`config.mk`:
```
export PLATFORM = sky130hd
export DESIGN_NAME = shared_array_dual_stack_top
export DESIGN_NICKNAME = d
export VERILOG_FILES = /design/src/hdl/sads_pkg.sv /design/src/hdl/sads_ctrl.sv /design/src/hdl/sads_datapath.sv /design/src/hdl/shared_array_dual_stack_top.sv
export SDC_FILE = /design/constraint.sdc
export NUM_CORES = 1
export LEC_CHECK = 0
export BUFFER_PORTS_ARGS = -buffer_cell sky130_fd_sc_hd__buf_2
export CAP_MARGIN = 25
export CORE_MARGIN = 5
export CORE_UTILIZATION = 51
export DETAILED_ROUTE_END_ITERATION = 8
export PLACE_DENSITY = 0.7
export SLEW_MARGIN = 0
export SYNTH_ARGS = -nofsm -noshare
export SYNTH_HDL_FRONTEND = slang
export SYNTH_HIERARCHICAL = 1
export SYNTH_SLANG_ARGS = --single-unit
```
`constraint.sdc`:
```
create_clock -name clk_i -period 4.4 [get_ports clk_i]
set_input_delay 0.88 -clock clk_i [delete_from_list [all_inputs] [get_ports clk_i]]
set_output_delay 0.88 -clock clk_i [all_outputs]
set_load 0.1 [all_outputs]
```
`src/hdl/sads_pkg.sv`:
```
`timescale 1ns / 1ps
// Shared definitions for the two-stacks-in-one-store block.
// Request codes, status codes and the controller-to-datapath command struct.
// No dependencies.
package sads_pkg;

  localparam int unsigned CMD_W    = 3;
  localparam int unsigned STATUS_W = 2;
  localparam int unsigned COUNT_W  = 5;
  localparam int unsigned VALUE_W  = 32;

  localparam logic [CMD_W-1:0] CMD_PUSH_A = 3'd0;
  localparam logic [CMD_W-1:0] CMD_PUSH_B = 3'd1;
  localparam logic [CMD_W-1:0] CMD_POP_A  = 3'd2;
  localparam logic [CMD_W-1:0] CMD_POP_B  = 3'd3;
  localparam logic [CMD_W-1:0] CMD_PEEK   = 3'd4;

  localparam logic [STATUS_W-1:0] ST_OK    = 2'd0;
  localparam logic [STATUS_W-1:0] ST_UNDER = 2'd1;
  localparam logic [STATUS_W-1:0] ST_OVER  = 2'd2;

  typedef struct packed {
    logic exec;   // request accepted: update depths, write store
    logic rd;     // read both top entries
    logic load;   // load the result register
  } dp_cmd_t;

endpackage

```
`src/hdl/sads_ctrl.sv`:
```
`timescale 1ns / 1ps
// Controller: sequences accept, top read and result load for each request.
// Depends on sads_pkg.
module sads_ctrl (
  input  logic              clk_i,
  input  logic              rst_ni,
  input  logic              in_valid_i,
  output logic              in_stall_o,
  output logic              out_valid_o,
  input  logic              out_stall_i,
  output sads_pkg::dp_cmd_t cmd_o
);

  typedef enum logic [1:0] {
    S_IDLE,
    S_READ,
    S_LOAD
  } state_e;

  state_e state_q, state_d;
  logic   out_valid_q, out_valid_d;
  logic   out_free;

  assign out_free   = !out_valid_q || !out_stall_i;
  assign in_stall_o = (state_q != S_IDLE);
  assign out_valid_o = out_valid_q;

  always_comb begin
    cmd_o       = '0;
    state_d     = state_q;
    out_valid_d = out_valid_q;
    if (out_valid_q && !out_stall_i) begin
      out_valid_d = 1'b0;
    end
    case (state_q)
      S_IDLE: begin
        if (in_valid_i) begin
          cmd_o.exec = 1'b1;
          state_d    = S_READ;
        end
      end
      S_READ: begin
        cmd_o.rd = 1'b1;
        state_d  = S_LOAD;
      end
      S_LOAD: begin
        if (out_free) begin
          cmd_o.load  = 1'b1;
          out_valid_d = 1'b1;
          state_d     = S_IDLE;
        end
      end
      default: begin
        state_d = S_IDLE;
      end
    endcase
  end

  always_ff @(posedge clk_i or negedge rst_ni) begin
    if (!rst_ni) begin
      state_q     <= S_IDLE;
      out_valid_q <= 1'b0;
    end else begin
      state_q     <= state_d;
      out_valid_q <= out_valid_d;
    end
  end

endmodule

```
`src/hdl/sads_datapath.sv`:
```
`timescale 1ns / 1ps
// Datapath: stack depths, shared store with two registered read ports,
// and the result register. Depends on sads_pkg.
module sads_datapath #(
  parameter int unsigned CAPACITY  = 16,
  parameter int unsigned WORD_BITS = 32
) (
  input  logic                             clk_i,
  input  logic                             rst_ni,
  input  sads_pkg::dp_cmd_t                cmd_i,
  input  logic [sads_pkg::CMD_W-1:0]       command_i,
  input  logic [sads_pkg::VALUE_W-1:0]     push_value_i,
  output logic [sads_pkg::STATUS_W-1:0]    status_o,
  output logic [sads_pkg::COUNT_W-1:0]     count_a_o,
  output logic [sads_pkg::COUNT_W-1:0]     count_b_o,
  output logic                             store_full_o,
  output logic [sads_pkg::VALUE_W-1:0]     top_a_o,
  output logic [sads_pkg::VALUE_W-1:0]     top_b_o
);

  localparam int unsigned DEPTH_W = $clog2(CAPACITY + 1);
  localparam int unsigned ADDR_W  = $clog2(CAPACITY);
  localparam int unsigned EXT_W   =
    (WORD_BITS > sads_pkg::VALUE_W) ? WORD_BITS : sads_pkg::VALUE_W;

  logic [WORD_BITS-1:0] store_q [CAPACITY];

  logic [DEPTH_W-1:0]            depth_a_q, depth_a_d;
  logic [DEPTH_W-1:0]            depth_b_q, depth_b_d;
  logic [sads_pkg::STATUS_W-1:0] status_q, status_d;
  logic [WORD_BITS-1:0]          rd_a_q, rd_b_q;
  logic [DEPTH_W:0]              total;
  logic                          full;
  logic                          wr_en;
  logic [ADDR_W-1:0]             wr_addr;
  logic [ADDR_W-1:0]             rd_addr_a, rd_addr_b;
  logic [DEPTH_W-1:0]            depth_a_m1, cap_m_b;
  logic [EXT_W-1:0]              push_ext, top_a_ext, top_b_ext;
  logic [WORD_BITS-1:0]          wr_data;

  logic [sads_pkg::STATUS_W-1:0] status_out_q;
  logic [sads_pkg::COUNT_W-1:0]  count_a_q, count_b_q;
  logic                          full_out_q;
  logic [sads_pkg::VALUE_W-1:0]  top_a_q, top_b_q;

  assign total    = {1'b0, depth_a_q} + {1'b0, depth_b_q};
  assign full     = (total >= (DEPTH_W + 1)'(CAPACITY));
  assign push_ext = EXT_W'(push_value_i);
  assign wr_data  = push_ext[WORD_BITS-1:0];

  always_comb begin
    depth_a_d = depth_a_q;
    depth_b_d = depth_b_q;
    status_d  = sads_pkg::ST_OK;
    wr_en     = 1'b0;
    wr_addr   = depth_a_q[ADDR_W-1:0];
    if (command_i inside {sads_pkg::CMD_PUSH_A, sads_pkg::CMD_PUSH_B}) begin
      if (full) begin
        status_d = sads_pkg::ST_OVER;
      end else if (command_i == sads_pkg::CMD_PUSH_A) begin
        wr_en     = 1'b1;
        wr_addr   = depth_a_q[ADDR_W-1:0];
        depth_a_d = depth_a_q + 1'b1;
      end else begin
        wr_en     = 1'b1;
        wr_addr   = ADDR_W'(CAPACITY - 1) - depth_b_q[ADDR_W-1:0];
        depth_b_d = depth_b_q + 1'b1;
      end
    end else if (command_i == sads_pkg::CMD_POP_A) begin
      if (depth_a_q == '0) begin
        status_d = sads_pkg::ST_UNDER;
      end else begin
        depth_a_d = depth_a_q - 1'b1;
      end
    end else if (command_i == sads_pkg::CMD_POP_B) begin
      if (depth_b_q == '0) begin
        status_d = sads_pkg::ST_UNDER;
      end else begin
        depth_b_d = depth_b_q - 1'b1;
      end
    end
  end

  // Peek and unused codes fall through with status ok.
  always_ff @(posedge clk_i or negedge rst_ni) begin
    if (!rst_ni) begin
      depth_a_q <= '0;
      depth_b_q <= '0;
    end else if (cmd_i.exec) begin
      depth_a_q <= depth_a_d;
      depth_b_q <= depth_b_d;
    end
  end

  // Empty-stack addresses read a don't-care entry; masked at load.
  assign depth_a_m1 = depth_a_q - 1'b1;
  assign cap_m_b    = DEPTH_W'(CAPACITY) - depth_b_q;
  assign rd_addr_a  = depth_a_m1[ADDR_W-1:0];
  assign rd_addr_b  = cap_m_b[ADDR_W-1:0];

  always_ff @(posedge clk_i) begin
    if (cmd_i.exec) begin
      status_q <= status_d;
      if (wr_en) begin
        store_q[wr_addr] <= wr_data;
      end
    end
    if (cmd_i.rd) begin
      rd_a_q <= store_q[rd_addr_a];
      rd_b_q <= store_q[rd_addr_b];
    end
  end

  assign top_a_ext = EXT_W'(rd_a_q);
  assign top_b_ext = EXT_W'(rd_b_q);

  always_ff @(posedge clk_i) begin
    if (cmd_i.load) begin
      status_out_q <= status_q;
      count_a_q    <= sads_pkg::COUNT_W'(depth_a_q);
      count_b_q    <= sads_pkg::COUNT_W'(depth_b_q);
      full_out_q   <= full;
      top_a_q      <= (depth_a_q == '0) ? '0 : top_a_ext[sads_pkg::VALUE_W-1:0];
      top_b_q      <= (depth_b_q == '0) ? '0 : top_b_ext[sads_pkg::VALUE_W-1:0];
    end
  end

  assign status_o     = status_out_q;
  assign count_a_o    = count_a_q;
  assign count_b_o    = count_b_q;
  assign store_full_o = full_out_q;
  assign top_a_o      = top_a_q;
  assign top_b_o      = top_b_q;

endmodule

```
`src/hdl/shared_array_dual_stack_top.sv`:
```
`timescale 1ns / 1ps
// Top level of the two-stacks-in-one-store block: controller plus datapath.
// Depends on sads_pkg, sads_ctrl and sads_datapath.
//
// Two stacks share one store of CAPACITY words: stack A grows up from entry 0,
// stack B grows down from the last entry. Each request is push A, push B,
// pop A, pop B or peek, and returns one result: status (ok, underflow on an
// empty pop, overflow on a full push, in which cases nothing changes), both
// depths, a full flag and the top word of each stack (0 when empty). One
// request is handled at a time, in order: accepting it updates the depths and
// writes the store, then both tops are read through the store's registered
// read ports, then the result register is loaded once the output is free.
// A new request is accepted while an earlier result still waits in the output
// register.
module shared_array_dual_stack_top #(
  parameter int unsigned CAPACITY  = 16,
  parameter int unsigned WORD_BITS = 32
) (
  input  logic                          clk_i,
  input  logic                          rst_ni,
  input  logic                          in_valid_i,
  output logic                          in_stall_o,
  input  logic [sads_pkg::CMD_W-1:0]    command_i,
  input  logic [sads_pkg::VALUE_W-1:0]  push_value_i,
  output logic                          out_valid_o,
  input  logic                          out_stall_i,
  output logic [sads_pkg::STATUS_W-1:0] status_o,
  output logic [sads_pkg::COUNT_W-1:0]  count_a_o,
  output logic [sads_pkg::COUNT_W-1:0]  count_b_o,
  output logic                          store_full_o,
  output logic [sads_pkg::VALUE_W-1:0]  top_a_o,
  output logic [sads_pkg::VALUE_W-1:0]  top_b_o
);

  sads_pkg::dp_cmd_t cmd;

  sads_ctrl u_ctrl (
    .clk_i       (clk_i),
    .rst_ni      (rst_ni),
    .in_valid_i  (in_valid_i),
    .in_stall_o  (in_stall_o),
    .out_valid_o (out_valid_o),
    .out_stall_i (out_stall_i),
    .cmd_o       (cmd)
  );

  sads_datapath #(
    .CAPACITY  (CAPACITY),
    .WORD_BITS (WORD_BITS)
  ) u_datapath (
    .clk_i        (clk_i),
    .rst_ni       (rst_ni),
    .cmd_i        (cmd),
    .command_i    (command_i),
    .push_value_i (push_value_i),
    .status_o     (status_o),
    .count_a_o    (count_a_o),
    .count_b_o    (count_b_o),
    .store_full_o (store_full_o),
    .top_a_o      (top_a_o),
    .top_b_o      (top_b_o)
  );

endmodule

```
==> impl_metrics.prom <==
# TYPE chip_impl_metric gauge
chip_impl_metric{name="synth.ff_latch_count",unit=""} 668
chip_impl_metric{name="finalSetupViolCount",unit=""} 0
chip_impl_metric{name="final_nets",unit=""} 1472
chip_impl_metric{name="antenna_found_initial",unit=""} 3
chip_impl_metric{name="post_synth_and_or_nand_nor_area_fraction",unit="%"} 2.56
chip_impl_metric{name="final.setup.worst_slack",unit="ns"} 0.963
chip_impl_metric{name="synth_warn",unit=""} 6
chip_impl_info{name="leading_cell_type_in_the_layout_fill_and_taps_excluded",value="edfxtp_1"} 1
chip_impl_metric{name="clk_latency",unit="ns"} 0.60
chip_impl_metric{name="synth_mux_area_share",unit="%"} 25.2
chip_impl_info{name="cts_root_buf",value="clkbuf_16"} 1
chip_impl_metric{name="row_count",unit=""} 87
chip_impl_metric{name="synth.top_cell.area_share",unit="%"} 68.0
chip_impl_metric{name="synth.avg_cell_area",unit="sq um"} 22.9
chip_impl_metric{name="die-width",unit="microns"} 248
chip_impl_metric{name="layout_min_cycle_time",unit="ns"} 3.44
chip_impl_metric{name="tritoncts.num_buffers",unit=""} 71
chip_impl_metric{name="synthArstFlopShare",unit="%"} 1.95
chip_impl_metric{name="clock_transition_at_path_regs",unit="ns"} 0.06
chip_impl_metric{name="finished_core_util",unit="%"} 59.1
chip_impl_metric{name="route.detailed.drc",unit=""} 0
chip_impl_metric{name="worst_path_largest_cell_delay",unit="ns"} 0.77
chip_impl_metric{name="fmax",unit="MHz"} 291
chip_impl_metric{name="post-cts-setup-buffer-count",unit=""} 0
chip_impl_metric{name="clock_sink_count",unit=""} 668
chip_impl_metric{name="total_power_after_layout",unit="uW"} 26000
chip_impl_metric{name="top_level_ports",unit=""} 118
chip_impl_metric{name="synth_cell_type_count",unit=""} 43
chip_impl_info{name="crit_slowest_cell",value="a31oi_1"} 1
chip_impl_info{name="nature_of_the_critical_path_startpoint",value="flip-flop"} 1
chip_impl_metric{name="tns",unit="ns"} 0
chip_impl_metric{name="grt_max_degree",unit=""} 79
chip_impl_metric{name="tightest_slew",unit="ns"} 0.987
chip_impl_metric{name="max_cap_viol_count",unit=""} 0
chip_impl_metric{name="worstPathArrival",unit="ns"} 3.77
chip_impl_metric{name="timing.final.max_slew_violations",unit=""} 0
chip_impl_metric{name="max-vdd-ir-drop",unit="mV"} 0.537
chip_impl_metric{name="antenna_violating_nets_post_route",unit=""} 0
chip_impl_metric{name="global_route_wire_length_before_repair",unit="microns"} 97200
chip_impl_metric{name="core",unit="sq um"} 56300
chip_impl_metric{name="timing.slew.headroom",unit="%"} 33.9
chip_impl_metric{name="synth_seq_area_share",unit="%"} 69.2
chip_impl_metric{name="routed_wire_length_per_instance",unit="microns"} 29.1
chip_impl_info{name="top_cells_by_area_synth",value="edfxtp_1 (68%), mux4_2 (25%), nor2b_1 (1.4%), dfrtp_1 (1.1%), buf_2 (0.50%)"} 1
chip_impl_info{name="crit_type",value="reg -> reg"} 1
chip_impl_info{name="synthFlopType",value="edfxtp_1"} 1
chip_impl_info{name="combinational_family_with_the_most_area_after_synthesis",value="multiplexers"} 1
chip_impl_metric{name="required",unit="ns"} 4.73
chip_impl_metric{name="post_detailed_routing_wire_length",unit="microns"} 65000
chip_impl_metric{name="fp.dieArea",unit="sq um"} 61500
chip_impl_metric{name="post_route_cells_drive_above_1_share",unit="%"} 42.8
chip_impl_metric{name="post-place-ws",unit="ns"} 0.708
chip_impl_metric{name="post_synth_fa_ha_maj_area_fraction",unit="%"} 0.545
chip_impl_metric{name="yosys.area_share.xor_xnor",unit="%"} 0.394
chip_impl_metric{name="fillerInstances",unit=""} 3923
chip_impl_metric{name="htree_num_levels",unit=""} 3
chip_impl_metric{name="dr.pass1.iters",unit=""} 7
chip_impl_metric{name="clock-skew-final",unit="ns"} 0.0227
chip_impl_metric{name="worst_path_max_fanout",unit=""} 13
chip_impl_metric{name="postCtsResizedCells",unit=""} 0
chip_impl_metric{name="grt_overflow_total",unit=""} 0
chip_impl_metric{name="syn-num-nets",unit=""} 1313
chip_impl_info{name="most_used_cells_in_the_layout_excluding_fill_and_tap_cells",value="edfxtp_1 (655), mux4_2 (320), buf_2 (117)"} 1
chip_impl_metric{name="postCtsHoldBufs",unit=""} 0
chip_impl_metric{name="grt_resource_usage_total",unit="%"} 21.5
chip_impl_info{name="cts_tree",value="built"} 1
chip_impl_metric{name="route.detailed.vias_per_inst",unit=""} 6.41
chip_impl_metric{name="post-route-period-util",unit="%"} 78.1
chip_impl_metric{name="dp_hpwl",unit="microns"} 38800
chip_impl_info{name="critical_path.cell_chain",value="ha_1, nand4_1, a21boi_0, nor2_1, a31oi_1, nor2_4, buf_4"} 1
chip_impl_info{name="synth_top_area_cell",value="edfxtp_1"} 1
chip_impl_info{name="hold_path.class",value="in -> async"} 1
chip_impl_info{name="grt_setup_unrepaired",value="no"} 1
chip_impl_metric{name="power.leakage",unit="uW"} 0.0107
chip_impl_metric{name="synth-compound-area-share",unit="%"} 0.606
chip_impl_metric{name="io_buffer_count",unit=""} 117
chip_impl_metric{name="synth_enable_flop_cells",unit=""} 655
chip_impl_metric{name="placed_area",unit="sq um"} 30800
chip_impl_metric{name="cts-root-to-sink-buffers",unit=""} 3
chip_impl_metric{name="initial_core_util",unit="%"} 51.4
chip_impl_info{name="status",value="finished clean"} 1
chip_impl_metric{name="globalplace.congestion",unit=""} 0.771
chip_impl_metric{name="vias",unit=""} 14300
chip_impl_metric{name="via_count_of_the_first_global_routing_pass",unit=""} 14900
chip_impl_metric{name="syn_area",unit="sq um"} 28900
chip_impl_metric{name="fp.dieH",unit="microns"} 248
chip_impl_metric{name="pwr_density_cell",unit="nW/um^2"} 781
chip_impl_metric{name="report.final.hold_viol_count",unit=""} 0
chip_impl_metric{name="synthToLayoutAreaGrowth",unit="%"} 15.0
chip_impl_metric{name="initial_drc_count",unit=""} 1527
chip_impl_info{name="end_kind",value="flip-flop"} 1
chip_impl_metric{name="design_area",unit="sq um"} 33200
chip_impl_metric{name="netlist_instances",unit=""} 1262
[layout make-up]
type                            instances  area, sq um  share of cell area (%)
Clock inverter                         48          571                    1.72
Multi-Input combinational cell        506         8670                    26.1
Timing Repair Buffer                  167         1140                    3.44
Clock buffer                           81         1880                    5.65
Tap cell                              756          946                    2.85
Inverter                                7         26.3                  0.0791
Sequential cell                       668        20000                    60.2
Antenna cell                            1         2.50                 0.00753
[flip-flops by register name, indices dropped and copies added (netlist names)]
register                 flops
u_ctrl/out_valid_o           1
u_ctrl/state_q               2
u_datapath/count_a_o         5
u_datapath/count_b_o         5
u_datapath/depth_a_q         5
u_datapath/depth_b_q         5
u_datapath/rd_a_q           32
u_datapath/rd_b_q           32
u_datapath/status_o          2
u_datapath/status_q          2
u_datapath/store_full_o      1
u_datapath/store_q         512
u_datapath/top_a_o          32
u_datapath/top_b_o          32
[power breakdown]
group          leakage [uW]  internal [uW]  switching, uW
registers           0.00609           8080            373
logic               0.00338           5280           6010
clock network       0.00119           3780           2430
[worst max-delay path, delay by kind of cell (launching register included)]
kind | cells | cell delay [ns]
compound gates | 2 | 1.29
flops | 1 | 0.58
simple gates | 3 | 0.57
fa+ha+maj | 1 | 0.41
buf+inv | 1 | 0.32
[metal layers]
layer	global-route usage [%]	share of wire, %	vias up	routed length (microns)
li1	-	-	5816	-
met1	30.9	41	7729	26500
met2	34.9	50	687	32700
met3	4.14	7.1	73	4620
met4	5.45	1.7	4	1110
met5	0	0.051	-	33
[logic make-up (layout without fill, tap and decap cells)]
logic type / count (synthesis) / in the layout
compound gates: 27 / 27
other cells: 0 / 1
buf+inv: 88 / 303
flops: 668 / 668
mux: 326 / 326
fa+ha+maj: 12 / 12
xor+xnor: 13 / 13
simple gates: 128 / 128
[stage by stage]
| step | std cells | hold WS [ns] |
|---|---|---|
| floorplan | 1262 | 0.400 |
| global placement | 2102 | 0.401 |
| detailed placement | 2103 | 0.408 |
| CTS | 2232 | 0.173 |
| global route | 2234 | 0.205 |
| finish | 2234 | 0.195 |
[cell usage after synthesis (all sizes together) (2+ instances only)]
cell     number
and3          2
nand2        11
edfxtp      655
nand2b        3
nand3b        2
nor4b         2
clkbuf       32
nor2         23
and2          4
ha           11
nor4          2
mux4        320
xnor2        13
nor2b        67
o2111ai       2
nor3b         3
o21ai         6
mux2          3
a21oi         8
dfrtp        13
a31oi         3
nand4         2
inv           7
a21o          2
buf          49
nor3          5
mux2i         3
a211oi        2
[final timing paths]
kind                       cells after the start                                  from                                   end  slack (ns)
min                                            1                                rst_ni         u_ctrl/state_q[0]$_DFFE_PN0P_        0.20
max reg2reg                                    7   u_datapath/depth_a_q[2]$_DFFE_PN0P_  u_datapath/store_q[11][12]$_DFFE_PP_        0.96
max in group asynchronous                      1                                rst_ni   u_datapath/depth_a_q[0]$_DFFE_PN0P_        3.91
max                                            7   u_datapath/depth_a_q[2]$_DFFE_PN0P_  u_datapath/store_q[11][12]$_DFFE_PP_        0.96
min in group clk_i                             0  u_datapath/status_q[1]$_SDFFCE_PP0P_      u_datapath/status_o[1]$_DFFE_PP_        0.42
min reg2reg                                    0  u_datapath/status_q[1]$_SDFFCE_PP0P_      u_datapath/status_o[1]$_DFFE_PP_        0.42
Power figures use the tool's default switching activity.
